$ cat config.mk
export PLATFORM = sky130hd
export DESIGN_NAME = periodic_task_release_and_select_unit
export DESIGN_NICKNAME = d
export VERILOG_FILES = /design/src/sv/ptrs_pkg.sv /design/src/sv/ptrs_task_mem.sv /design/src/sv/ptrs_slot_eval.sv /design/src/sv/periodic_task_release_and_select_unit.sv
export SDC_FILE = /design/constraint.sdc
export NUM_CORES = 2
export LEC_CHECK = 0
export CAP_MARGIN = 20
export CORE_UTILIZATION = 30
export DETAILED_ROUTE_END_ITERATION = 7
export DONT_BUFFER_PORTS = 1
export PLACE_DENSITY = 0.42
export SYNTH_ARGS = -nofsm -noshare
export SYNTH_HDL_FRONTEND = slang
export SYNTH_SLANG_ARGS = --single-unit
$ cat constraint.sdc
create_clock -name clk -period 17.79 [get_ports clk]
set_clock_uncertainty 0.1 [all_clocks]
set_input_delay 1.779 -clock clk [delete_from_list [all_inputs] [get_ports clk]]
set_output_delay 1.779 -clock clk [all_outputs]
set_load 0.05 [all_outputs]
$ cat src/sv/ptrs_pkg.sv
// ptrs_pkg: shared types and codes for the periodic task release and select unit.
// Holds the task attribute record, evaluator flags and operation codes.
// No dependencies.
package ptrs_pkg;

    localparam int TIME_W     = 32;
    localparam int OUT_SLOT_W = 5;

    localparam logic [TIME_W-1:0] MAX_TIME = {TIME_W{1'b1}};

    // Operation codes carried by op
    localparam logic [1:0] OP_WRITE  = 2'd0;
    localparam logic [1:0] OP_TICK   = 2'd1;
    localparam logic [1:0] OP_SELECT = 2'd2;
    localparam logic [1:0] OP_DONE   = 2'd3;

    // Per-slot attributes kept in the task memory next to the pending count
    typedef struct packed {
        logic [TIME_W-1:0] period;
        logic [TIME_W-1:0] release_time;
        logic              is_deadline;
        logic [TIME_W-1:0] rank;
    } task_attr_t;

    // Status from the slot evaluator to the sequencer
    typedef struct packed {
        logic due;       // release time reached
        logic has_jobs;  // pending count nonzero
        logic wins;      // beats the running best
    } eval_flags_t;

endpackage

$ cat src/sv/ptrs_task_mem.sv
// ptrs_task_mem: task table storage, one write port and one registered read port.
// Generic width and depth; set by the top level of the periodic task unit.
// No package dependency.
module ptrs_task_mem #(
    parameter int DEPTH  = 32,
    parameter int DATA_W = 113,
    parameter int ADDR_W = 5
) (
    input  logic              clk,
    input  logic              wr_en,
    input  logic [ADDR_W-1:0] wr_addr,
    input  logic [DATA_W-1:0] wr_data,
    input  logic              rd_en,
    input  logic [ADDR_W-1:0] rd_addr,
    output logic [DATA_W-1:0] rd_data
);

    logic [DATA_W-1:0] mem_array [DEPTH];
    logic [DATA_W-1:0] rd_data_reg;

    always_ff @(posedge clk)
    begin
        if (wr_en)
        begin
            mem_array[wr_addr] <= wr_data;
        end
    end

    always_ff @(posedge clk)
    begin
        if (rd_en)
        begin
            rd_data_reg <= mem_array[rd_addr];
        end
    end

    assign rd_data = rd_data_reg;

endmodule

$ cat src/sv/ptrs_slot_eval.sv
// ptrs_slot_eval: per-slot arithmetic for release and selection.
// Wrap-aware release check and advance, saturating pending update, best compare.
// Depends on ptrs_pkg.
module ptrs_slot_eval #(
    parameter int PENDING_BITS = 16
) (
    input  ptrs_pkg::task_attr_t              attr,
    input  logic [PENDING_BITS-1:0]           pending,
    input  logic [ptrs_pkg::TIME_W-1:0]       now_time,
    input  logic [ptrs_pkg::TIME_W-1:0]       top_value,
    input  logic                              edf_mode,
    output logic [ptrs_pkg::TIME_W-1:0]       next_release,
    output logic [PENDING_BITS-1:0]           pend_inc,
    output logic [PENDING_BITS-1:0]           pend_dec,
    output ptrs_pkg::eval_flags_t             flags
);

    logic [ptrs_pkg::TIME_W-1:0] age;
    logic [ptrs_pkg::TIME_W-1:0] rank_diff;
    logic                        earlier_rank;

    assign age          = now_time - attr.release_time;
    assign rank_diff    = attr.rank - top_value;
    assign earlier_rank = rank_diff[ptrs_pkg::TIME_W-1];

    assign next_release = attr.release_time + attr.period;

    // Saturate at all ones going up and at zero going down
    assign pend_inc = (&pending) ? pending : pending + PENDING_BITS'(1);
    assign pend_dec = (|pending) ? pending - PENDING_BITS'(1) : pending;

    assign flags.due      = ~age[ptrs_pkg::TIME_W-1];
    assign flags.has_jobs = |pending;

    // Once a deadline slot is seen, only earlier deadline slots replace it
    always_comb
    begin
        if (edf_mode)
        begin
            flags.wins = attr.is_deadline & earlier_rank;
        end
        else
        begin
            flags.wins = attr.is_deadline | (attr.rank < top_value);
        end
    end

endmodule

$ cat src/sv/periodic_task_release_and_select_unit.sv
// periodic_task_release_and_select_unit: top level of the task release and select block.
// Sequences table writes, release ticks, best-slot selects and job completions.
// Depends on ptrs_pkg, ptrs_task_mem and ptrs_slot_eval.
//
//  channel  | handshake            | payload
//  ---------+----------------------+----------------------------------------------
//  request  | req_valid, req_stall | op, slot, now_time, slot_valid, slot_period,
//           |                      | slot_first_release, slot_is_deadline,
//           |                      | slot_priority
//  response | rsp_valid, rsp_stall | best_slot, switch_needed, released_any
//
// Tick and select scan slots 1 to NUM_SLOTS - 1 and accept nothing until done:
// the task memory has one read port and the scan reads one slot per cycle.
// Write goes straight to its response; job done does one read, then a write back.
// Reset clears the live bits, the current slot and the handshake state at once;
// there is no clearing pass, and the other table fields are undefined until written.
// A stalled response holds in the output register; the next transaction is still
// accepted and runs, and waits for the output register only at its end.
module periodic_task_release_and_select_unit #(
    parameter int NUM_SLOTS    = 32,
    parameter int PENDING_BITS = 16
) (
    input  logic        clk,
    input  logic        rst_n,

    input  logic        req_valid,
    output logic        req_stall,
    input  logic [1:0]  op,
    input  logic [4:0]  slot,
    input  logic [31:0] now_time,
    input  logic        slot_valid,
    input  logic [31:0] slot_period,
    input  logic [31:0] slot_first_release,
    input  logic        slot_is_deadline,
    input  logic [31:0] slot_priority,

    output logic        rsp_valid,
    input  logic        rsp_stall,
    output logic [4:0]  best_slot,
    output logic        switch_needed,
    output logic        released_any
);

    localparam int SLOT_W  = $clog2(NUM_SLOTS);
    localparam int ATTR_W  = $bits(ptrs_pkg::task_attr_t);
    localparam int ENTRY_W = ATTR_W + PENDING_BITS;
    localparam logic [SLOT_W-1:0] LAST_SLOT  = SLOT_W'(NUM_SLOTS - 1);
    localparam logic [SLOT_W-1:0] FIRST_SLOT = SLOT_W'(1);

    // Sequencer states
    localparam logic [1:0] ST_IDLE = 2'd0;
    localparam logic [1:0] ST_SCAN = 2'd1;
    localparam logic [1:0] ST_JOB  = 2'd2;
    localparam logic [1:0] ST_DONE = 2'd3;

    logic [1:0]           state_reg, state_next;
    logic [1:0]           op_reg, op_next;
    logic [31:0]          now_reg, now_next;
    logic [SLOT_W-1:0]    issue_idx_reg, issue_idx_next;
    logic                 issue_more_reg, issue_more_next;
    logic                 proc_valid_reg, proc_valid_next;
    logic [SLOT_W-1:0]    proc_idx_reg, proc_idx_next;
    logic [NUM_SLOTS-1:0] live_reg, live_next;
    logic [SLOT_W-1:0]    current_reg, current_next;
    logic [SLOT_W-1:0]    best_reg, best_next;
    logic [31:0]          top_reg, top_next;
    logic                 edf_reg, edf_next;
    logic                 rel_reg, rel_next;
    logic                 rsp_valid_reg, rsp_valid_next;
    logic [4:0]           best_slot_reg;
    logic                 switch_reg;
    logic                 released_reg;

    logic                 req_acc;
    logic                 slot_ok;
    logic [SLOT_W-1:0]    slot_idx;
    logic                 out_free;
    logic                 out_load;
    logic                 switch_calc;

    // Task memory ports
    logic                 wr_en;
    logic [SLOT_W-1:0]    wr_addr;
    logic [ENTRY_W-1:0]   wr_data;
    logic                 rd_en;
    logic [SLOT_W-1:0]    rd_addr;
    logic [ENTRY_W-1:0]   rd_data;

    ptrs_pkg::task_attr_t  wr_attr;
    ptrs_pkg::task_attr_t  rd_attr;
    ptrs_pkg::task_attr_t  upd_attr;
    logic [PENDING_BITS-1:0] rd_pend;
    logic [31:0]             eval_release;
    logic [PENDING_BITS-1:0] eval_inc;
    logic [PENDING_BITS-1:0] eval_dec;
    ptrs_pkg::eval_flags_t   eval_flags;
    logic                    proc_live;

    ptrs_task_mem #(
        .DEPTH  (NUM_SLOTS),
        .DATA_W (ENTRY_W),
        .ADDR_W (SLOT_W)
    ) u_task_mem (
        .clk     (clk),
        .wr_en   (wr_en),
        .wr_addr (wr_addr),
        .wr_data (wr_data),
        .rd_en   (rd_en),
        .rd_addr (rd_addr),
        .rd_data (rd_data)
    );

    assign rd_attr = ptrs_pkg::task_attr_t'(rd_data[ENTRY_W-1:PENDING_BITS]);
    assign rd_pend = rd_data[PENDING_BITS-1:0];

    // The scan compares against the tick time captured at acceptance
    ptrs_slot_eval #(
        .PENDING_BITS (PENDING_BITS)
    ) u_slot_eval (
        .attr         (rd_attr),
        .pending      (rd_pend),
        .now_time     (now_reg),
        .top_value    (top_reg),
        .edf_mode     (edf_reg),
        .next_release (eval_release),
        .pend_inc     (eval_inc),
        .pend_dec     (eval_dec),
        .flags        (eval_flags)
    );

    // Request side: one transaction at a time, taken only from idle
    assign req_stall = (state_reg != ST_IDLE);
    assign req_acc   = req_valid & ~req_stall;
    assign slot_ok   = (32'(slot) < 32'(NUM_SLOTS));
    assign slot_idx  = SLOT_W'(slot);
    assign proc_live = live_reg[proc_idx_reg];

    assign wr_attr.period       = slot_period;
    assign wr_attr.release_time = slot_first_release;
    assign wr_attr.is_deadline  = slot_is_deadline;
    assign wr_attr.rank         = slot_priority;

    // Release keeps the slot's attributes and moves only its release time
    always_comb
    begin
        upd_attr              = rd_attr;
        upd_attr.release_time = eval_release;
    end

    // Response side: the output register frees when its transaction leaves
    assign out_free    = ~rsp_valid_reg | ~rsp_stall;
    assign out_load    = (state_reg == ST_DONE) & out_free;
    assign switch_calc = (op_reg == ptrs_pkg::OP_SELECT) & (best_reg != current_reg);

    always_comb
    begin
        state_next      = state_reg;
        op_next         = op_reg;
        now_next        = now_reg;
        issue_idx_next  = issue_idx_reg;
        issue_more_next = issue_more_reg;
        proc_valid_next = 1'b0;
        proc_idx_next   = proc_idx_reg;
        live_next       = live_reg;
        current_next    = current_reg;
        best_next       = best_reg;
        top_next        = top_reg;
        edf_next        = edf_reg;
        rel_next        = rel_reg;
        rsp_valid_next  = rsp_valid_reg & rsp_stall;
        wr_en           = 1'b0;
        wr_addr         = proc_idx_reg;
        wr_data         = {upd_attr, eval_inc};
        rd_en           = 1'b0;
        rd_addr         = issue_idx_reg;

        unique case (state_reg)
            ST_IDLE:
            begin
                if (req_acc)
                begin
                    op_next   = op;
                    now_next  = now_time;
                    best_next = '0;
                    top_next  = ptrs_pkg::MAX_TIME;
                    edf_next  = 1'b0;
                    rel_next  = 1'b0;
                    unique case (op)
                        ptrs_pkg::OP_WRITE:
                        begin
                            // Load the slot and clear its pending count
                            if (slot_ok)
                            begin
                                wr_en               = 1'b1;
                                wr_addr             = slot_idx;
                                wr_data             = {wr_attr, PENDING_BITS'(0)};
                                live_next[slot_idx] = slot_valid;
                            end
                            state_next = ST_DONE;
                        end
                        ptrs_pkg::OP_DONE:
                        begin
                            if (slot_ok)
                            begin
                                rd_en         = 1'b1;
                                rd_addr       = slot_idx;
                                proc_idx_next = slot_idx;
                                state_next    = ST_JOB;
                            end
                            else
                            begin
                                state_next = ST_DONE;
                            end
                        end
                        ptrs_pkg::OP_TICK,
                        ptrs_pkg::OP_SELECT:
                        begin
                            // Slot 0 is the idle task and is never scanned
                            issue_idx_next  = FIRST_SLOT;
                            issue_more_next = 1'b1;
                            state_next      = ST_SCAN;
                        end
                    endcase
                end
            end

            ST_SCAN:
            begin
                // Issue stage: read one slot per cycle
                if (issue_more_reg)
                begin
                    rd_en           = 1'b1;
                    rd_addr         = issue_idx_reg;
                    proc_valid_next = 1'b1;
                    proc_idx_next   = issue_idx_reg;
                    issue_more_next = (issue_idx_reg != LAST_SLOT);
                    issue_idx_next  = issue_idx_reg + FIRST_SLOT;
                end
                // Process stage: evaluate the slot read last cycle; a tick writes it
                // back while the next slot is being read, so addresses never collide
                if (proc_valid_reg & proc_live)
                begin
                    if (op_reg == ptrs_pkg::OP_TICK)
                    begin
                        if (eval_flags.due)
                        begin
                            wr_en    = 1'b1;
                            wr_addr  = proc_idx_reg;
                            wr_data  = {upd_attr, eval_inc};
                            rel_next = 1'b1;
                        end
                    end
                    else if (eval_flags.has_jobs & eval_flags.wins)
                    begin
                        best_next = proc_idx_reg;
                        top_next  = rd_attr.rank;
                        edf_next  = edf_reg | rd_attr.is_deadline;
                    end
                end
                if (proc_valid_reg & (proc_idx_reg == LAST_SLOT))
                begin
                    state_next = ST_DONE;
                end
            end

            ST_JOB:
            begin
                // Write back the decremented count; drop the write when already zero
                if (eval_flags.has_jobs)
                begin
                    wr_en   = 1'b1;
                    wr_addr = proc_idx_reg;
                    wr_data = {rd_attr, eval_dec};
                end
                state_next = ST_DONE;
            end

            ST_DONE:
            begin
                if (out_free)
                begin
                    rsp_valid_next = 1'b1;
                    if (op_reg == ptrs_pkg::OP_SELECT)
                    begin
                        current_next = best_reg;
                    end
                    state_next = ST_IDLE;
                end
            end
        endcase
    end

    always_ff @(posedge clk or negedge rst_n)
    begin
        if (!rst_n)
        begin
            state_reg      <= ST_IDLE;
            issue_more_reg <= 1'b0;
            proc_valid_reg <= 1'b0;
            live_reg       <= '0;
            current_reg    <= '0;
            rsp_valid_reg  <= 1'b0;
        end
        else
        begin
            state_reg      <= state_next;
            issue_more_reg <= issue_more_next;
            proc_valid_reg <= proc_valid_next;
            live_reg       <= live_next;
            current_reg    <= current_next;
            rsp_valid_reg  <= rsp_valid_next;
        end
    end

    always_ff @(posedge clk)
    begin
        op_reg        <= op_next;
        now_reg       <= now_next;
        issue_idx_reg <= issue_idx_next;
        proc_idx_reg  <= proc_idx_next;
        best_reg      <= best_next;
        top_reg       <= top_next;
        edf_reg       <= edf_next;
        rel_reg       <= rel_next;
        if (out_load)
        begin
            best_slot_reg <= ptrs_pkg::OUT_SLOT_W'(best_reg);
            switch_reg    <= switch_calc;
            released_reg  <= rel_reg;
        end
    end

    assign rsp_valid     = rsp_valid_reg;
    assign best_slot     = best_slot_reg;
    assign switch_needed = switch_reg;
    assign released_any  = released_reg;

    // A write-back never targets the slot being read in the same cycle
    a_no_rw_collision: assert property (@(posedge clk) disable iff (!rst_n)
        (wr_en && rd_en) |-> (wr_addr != rd_addr))
        else $error("task memory read and write hit the same slot");

    // The process stage only runs during a scan
    a_proc_in_scan: assert property (@(posedge clk) disable iff (!rst_n)
        proc_valid_reg |-> (state_reg == ST_SCAN))
        else $error("slot evaluated outside a scan");

    // A tick result never carries a selection, a select never reports a release
    a_result_exclusive: assert property (@(posedge clk) disable iff (!rst_n)
        rsp_valid |-> !(released_any && (switch_needed || (best_slot != 5'd0))))
        else $error("response mixes tick and select results");

    // A select updates the current slot to the slot it reports
    a_current_tracks: assert property (@(posedge clk) disable iff (!rst_n)
        (out_load && (op_reg == ptrs_pkg::OP_SELECT)) |=> (current_reg == $past(best_reg)))
        else $error("current slot not recorded on select");

endmodule

Word-level counts from Yosys, hierarchy flattened --
Memory sizes are Yosys's and may differ from the RTL's. A register that Yosys moved wholly into a read port is not among the register bits. Cells that the tools add are included.
Word-level totals: bits in registers 132, latch bits 0, RAM bits 3616, ROM bits 0, input port bits 141, output and inout port bits 9, word-level logic and storage cells 150, memories 1
Memory list:
- u_task_mem.mem_array | words 32, bits a word 113, rd ports 1, clocked after Yosys merged registers in 1, wr ports 1, RTL line ptrs_task_mem.sv:18 | logic [DATA_W-1:0] mem_array [DEPTH];
Cells by class: $add $sub $neg 6, $mul 0, div/mod/pow operators 0, magnitude comparators 4, equal/unequal tests 22, shift operators 0, multiplexer cells 69, bitwise logic cells 14, reduce and logical (&&, ||, !) cells 17
Operators by type and width (count):
- $mux W113 | 2
- $pmux W113 S2 | 1
- $mux W32 | 4
- $mux W81 | 1
- $mux W5 | 16
- $pmux W32 S2 | 1
- $sub A32 B32 Y32 | 2
- $add A32 B32 Y32 | 1
- $bwmux W32 | 1
- $lt A32 B32 Y1 | 1
- $pmux W5 S2 | 3
- $mux W1 | 27
- $ne A2 B2 Y1 const B | 9
- $add A16 B1 Y16 const B | 1
- $mux W16 | 1
- $reduce_and A16 Y1 | 1
- $reduce_or A16 Y1 | 1
- $sub A16 B1 Y16 const B | 1
- $lt A5 B6 Y1 const B | 2
- $reduce_and A3 Y1 | 4
- $eq A2 B2 Y1 const B | 5
- $reduce_and A5 Y1 | 2
- $and A1 B1 Y1 | 8
- $pmux W1 S2 | 4
- other kinds (21) | 33

Depth between registers and ports, before layout --
word-level depth 8, gate-level depth with buffers 15, gate-level depth less buffers 12

Modules after synthesis --
Synthesis repeated with hierarchy kept, for this count alone.
Unflattened totals: cell total of the unflattened synthesis 7726, area, all modules 151530.3 um^2
By module, submodules not included:
- ptrs_task_mem | times used 1, cells an instance 6581, area each 140569.8 um^2, sequential area each 111977.4 um^2
- periodic_task_release_and_select_unit | times used 1, cells an instance 584, area each 7043.0 um^2, sequential area each 3753.6 um^2
- ptrs_slot_eval | times used 1, cells an instance 561, area each 3917.5 um^2, sequential area each 0.0 um^2

Least setup slack after synthesis --
No wires, ideal clock.
path kind input-to-reg, start point input req_valid, end point memory u_task_mem.mem_array[13][0] (enable), library setup time 862 ps, arrival time 13937 ps, required time 16828 ps, setup slack 2891 ps, cell stages on the path 6, buffers on the path 1, cells stage by stage and2_0 -> buf_2 -> nand2_1 -> nor3_1 -> a31oi_1 -> nor4_1
On the way: word-level cells in the longest chain between the ends 5, elaborated cells between the ends (all ways) 7, classes of those cells 6 x mux; 1 x bitwise
Ends and longest elaborated chain:
- start: declaration | RTL line periodic_task_release_and_select_unit.sv:26 | input logic req_valid,
- $and A1 B1 Y1 (*) | RTL line periodic_task_release_and_select_unit.sv:133 | assign req_acc = req_valid & ~req_stall;
- $mux W1 | RTL line periodic_task_release_and_select_unit.sv:180 | if (req_acc)
- $pmux W1 S3 | RTL line periodic_task_release_and_select_unit.sv:177 | unique case (state_reg)
- $mux W1 | RTL line ptrs_task_mem.sv:23 | if (wr_en)
- $mux W1 (implied by the code) | RTL line ptrs_task_mem.sv:25 | mem_array[wr_addr] <= wr_data;
- end: declaration | RTL line ptrs_task_mem.sv:18
Every way passes the cells marked *; elsewhere a longest branch is shown, timed or not.

Worst setup path in the final report --
start point register state_reg[0], end point register u_task_mem.rd_data_reg[29] (netlist: u_task_mem.rd_data[29]), read port of u_task_mem.mem_array, data pin
On the way: word-level cells in the longest chain between the ends 5, elaborated cells between the ends (all ways) 9, classes of those cells 1 x eq/ne; 4 x mux; 2 x bitwise; 2 x reduce/logical
Ends and longest elaborated chain:
- start: declaration | RTL line periodic_task_release_and_select_unit.sv:56 | logic [1:0] state_reg, state_next;
- start signal: assignment | RTL line periodic_task_release_and_select_unit.sv:306 | state_reg <= state_next;
- $reduce_bool A2 Y1 | RTL line periodic_task_release_and_select_unit.sv:132 | assign req_stall = (state_reg != ST_IDLE);
- $not A1 Y1 | RTL line periodic_task_release_and_select_unit.sv:133
- $and A1 B1 Y1 | RTL line periodic_task_release_and_select_unit.sv:133
- $mux W1 / $mux W5 (equally long branches) | RTL line periodic_task_release_and_select_unit.sv:180
- $pmux W1 S2 / $mux W5 (equally long branches)
- end: declaration | RTL line ptrs_task_mem.sv:19 | logic [DATA_W-1:0] rd_data_reg;
Parallel ways exist; a longest one is shown, timed or not. A chain may end at the register's enable or synchronous reset.

==> impl_summary.txt <==
----------------------------------------------------
[Logic synthesis]
  Synthesized net count ... 8,096
  Synthesized area ... 152,000 µm²
  Post-Syn Area per Cell ... 19.4 µm²
  Portion of the post-synthesis area used by sequential elements ... 76.1%
  Synth cell types ... just over 70
  Top FF cell, synth ... edfxtp_1
  Number of flops mapped to enable cells by yosys ... 3,819
  Post-synthesis mux area share ... 14.0%
  Synthesized flop and latch total ... just under 4k
  Syn. warnings ... 0
  Area share of and/or/nand/nor cells after synthesis ... 5.43%
  Adder and majority cell fraction of the synthesized area ... less than 1%
  Main combinational cell family by area after synthesis ... multiplexers
  Share of flip-flops with an asynchronous set or reset ... 1.09%
  Fraction of the mapped netlist area in compound gates ... 1.95%
  Post-synthesis cell count ... 7,851
  Post-Synth XOR/XNOR Area ... 0.242%

[Worst setup path]
  Top fanout value on the critical path ... 77
  Most common cell type on the critical path ... buf_4
  Kind of cell adding the most delay to the critical path ... buffers and inverters
  R2r endpoint ... u_task_mem.rd_data[29]
  Data arrival time at the worst-slack endpoint ... 7.82 ns
  Max stage delay on crit path ... 0.74 ns
  Kind of start point of the critical path ... flop
  R2R depth ... 15
  Reg2reg setup slack ... 10.59 ns
  Critical path data required time ... 18.42 ns
  Worst reg2reg path startpoint ... state_reg[0]
  Type of the worst setup path ... reg -> reg
  Cell-by-cell trace of the critical path ... inv_1 > ha_1 > and2_2 > buf_4 > nand2_1 > a21oi_4 > buf_12 > buf_4 > buf_4 > buf_4 > mux4_2 > nand2_1 > nand3_1 > nand3_1 > o21ai_0
  Slowest stage cell on the critical path ... buf_4
  Critical Path Sink Type ... flop
  Buffers and inverters on the worst path ... 6

[Clock tree]
  CTS Root Buffer Type ... clkbuf_16
  Clock sink count ... 3,861
  Clk Latency, worst-skew pair ... 1.04 ns
  Post-CTS clock slew at the launch and capture registers of the worst setup and hold paths ... around 0.06 ns
  Total number of H-tree levels ... 5
  Setup repair bufs after CTS ... 0
  Total clock buffers created by CTS ... 425
  CTS Hold Buffers Added ... 0
  Longest Clk Path Bufs ... 4
  TritonCTS clock tree ... done
  Number of cells upsized or downsized after cts ... 0

[Floorplanning]
  Count of pins on the block boundary ... 150
  Die span in x ... roughly 710 µm
  Total core area ... 505,000 µm²
  Site row count ... roughly 260
  Die area ... 510,000 µm²
  Starting density of the core ... a little under a third
  Vertical extent of the die ... about 710 µm

[STA]
  Total Neg Setup Slack ... 0 ns
  Peak clock frequency supported by timing ... 139 MHz
  Final worst path period need ... a little over 7 ns
  Final hold violations ... 0
  Final setup viols ... 0
  Relative slew margins ... -6.47%
  Final Cycle Share ... between 40% and 50%
  Final worst setup slack ... 10.59 ns
  Max-slew violation count ... 17
  Measured slew at the worst slew-check pin ... 1.60 ns
  Setup repair after global routing missed its margin ... false

[Drt]
  Router iterations before antenna repair ... 5
  Mean routed wirelength per cell ... 33.3 µm
  Routed via count ... between 70k and 80k
  Drt first-iter violations ... around 8.0k
  Count of antenna-violating nets left after detailed routing ... 0
  Drt via density ... 5.23
  Final Routed Wirelength ... 506,000 µm
  Final routed DRC violation total ... 0

[Worst hold path]
  Class of the worst hold path ... in -> async

[Finish]
  Number of nets in the layout ... 8,378
  Fraction of final layout cells with drive strength greater than 1 ... 22.6%
  Flip-flop count of the largest register, all copies and words added ... 3,616
  Area growth from synthesis to final layout ... 15.5%

[Place]
  Final HPWL DP ... roughly 260,000 µm
  Final Wtd Congestion ... 0.754
  Pre-CTS setup slack ... approximately 9.5 ns
  Buffers added on ports ... 0

[Outcome]
  Run status ... finished, violations left
  Failing checks ... slew limit

[GRT]
  Number of global-route vias before repair ... 81.2k
  Pin count of the biggest net entering global routing ... 136
  Total congestion overflow after global routing ... 0
  Wire length of the first global-routing pass ... 690,000 µm
  Initial antenna violation count ... 79
  Tot GR Track Use ... 19.5%

[Pwr]
  Maximum ir drop on the vdd rail ... 0.171 mV
  Power Density ... 190 nW/µm²
  Leakage dissipation ... 56.1 nW

[Job]
  Reported max-cap violation count ... 0

----------------------------------------------------
-- Yosys cell counts (42+ instances only) --
master | instances | area share, %
nand3_1 | 582 | 1.9
edfxtp_1 | 3819 | 75
ha_1 | 103 | 0.85
dfrtp_1 | 42 | 0.69
a22o_1 | 65 | 0.37
inv_1 | 83 | 0.20
mux4_2 | 914 | 14
buf_2 | 124 | 0.41
mux2_2 | 46 | 0.34
buf_1 | 55 | 0.14
nor2_1 | 56 | 0.14
a21oi_1 | 77 | 0.25
nand2_1 | 1092 | 2.7
o21ai_0 | 173 | 0.57
clkbuf_1 | 246 | 0.61
-- metrics by stage --
step           hold slack (ns)  cell area [µm²]  total power, mW  utilization (%)  std cells
6_report                 0.372           176000             33.4             34.8      15207
5_1_grt                  0.302           175000             34.8             34.8      15191
2_1_floorplan            0.300           152000             20.4                -       7851
3_3_place_gp             0.383           161000             24.6             32.0      14374
3_5_place_dp             0.385           161000             24.9             32.0      14378
4_1_cts                  0.263           175000             33.5             34.6      15149
-- area by class of cell --
type,count,area (µm²)
Antenna cell,24,60.1
Multi-Input combinational cell,3471,34700
Sequential cell,3861,116000
Tap cell,6706,8390
Inverter,84,315
Clock inverter,245,2200
Clock buffer,526,11100
Fill cell,47550,329000
Timing Repair Buffer,290,3020
-- power by group --
part	internal, mW	total (mW)	switching, mW
registers	13.3	13.9	0.588
clock network	4.86	8.57	3.71
logic	3.50	10.9	7.43
total	21.7	33.4	11.7
-- worst register-to-register path: cells and delay by family (launching register included) --
| family | cells | cell delay [ns] |
|---|---|---|
| buf+inv | 6 | 3.54 |
| flops | 1 | 0.43 |
| simple gates | 5 | 1.24 |
| compound gates | 2 | 0.67 |
| fa+ha+maj | 1 | 0.34 |
| mux | 1 | 0.61 |
-- how the worst max path moves through the flow --
stage                       startpoint                           to  slack, ns  depth (start not counted)
final                     state_reg[0]       u_task_mem.rd_data[29]      10.59                         15
after global routing      state_reg[0]       u_task_mem.rd_data[51]       9.86                         15
after CTS                 state_reg[0]       u_task_mem.rd_data[51]      10.29                         15
after detailed placement     req_valid       u_task_mem.rd_data[51]       9.50                         13
after global placement       req_valid       u_task_mem.rd_data[51]       9.53                         13
after floorplan              req_valid  u_task_mem.mem_array[13][0]       2.89                          6
-- cells in the final DEF, fill, tap and decap left out, drive strengths merged, types with 29 or more instances in the layout --
| cell | instances |
|---|---|
| edfxtp | 3819 |
| nand2 | 1092 |
| mux4 | 914 |
| nand3 | 582 |
| clkbuf | 527 |
| buf | 289 |
| clkinv | 194 |
| o21ai | 173 |
| ha | 103 |
| inv | 97 |
| a21oi | 79 |
| a22o | 65 |
| nor2 | 56 |
| mux2 | 46 |
| dfrtp | 42 |
| nor3 | 42 |
| nand2b | 40 |
| a21o | 34 |
| bufinv | 29 |
-- logic make-up after synthesis --
kind of cell,count (synthesis)
XOR/XNOR,42
adder cells (fa/ha/maj),104
multiplexers,972
buffers and inverters,519
AO/OA/AOI/OAI,461
AND/OR/NAND/NOR,1892
flip-flops,3861
-- metal layers --
layer	part of all wire [%]	GRT usage [%]
met5	0.038	0
met4	2.3	4.30
met3	5.5	3.00
met2	47	31.5
met1	45	27.8
Power figures use the tool's default switching activity.
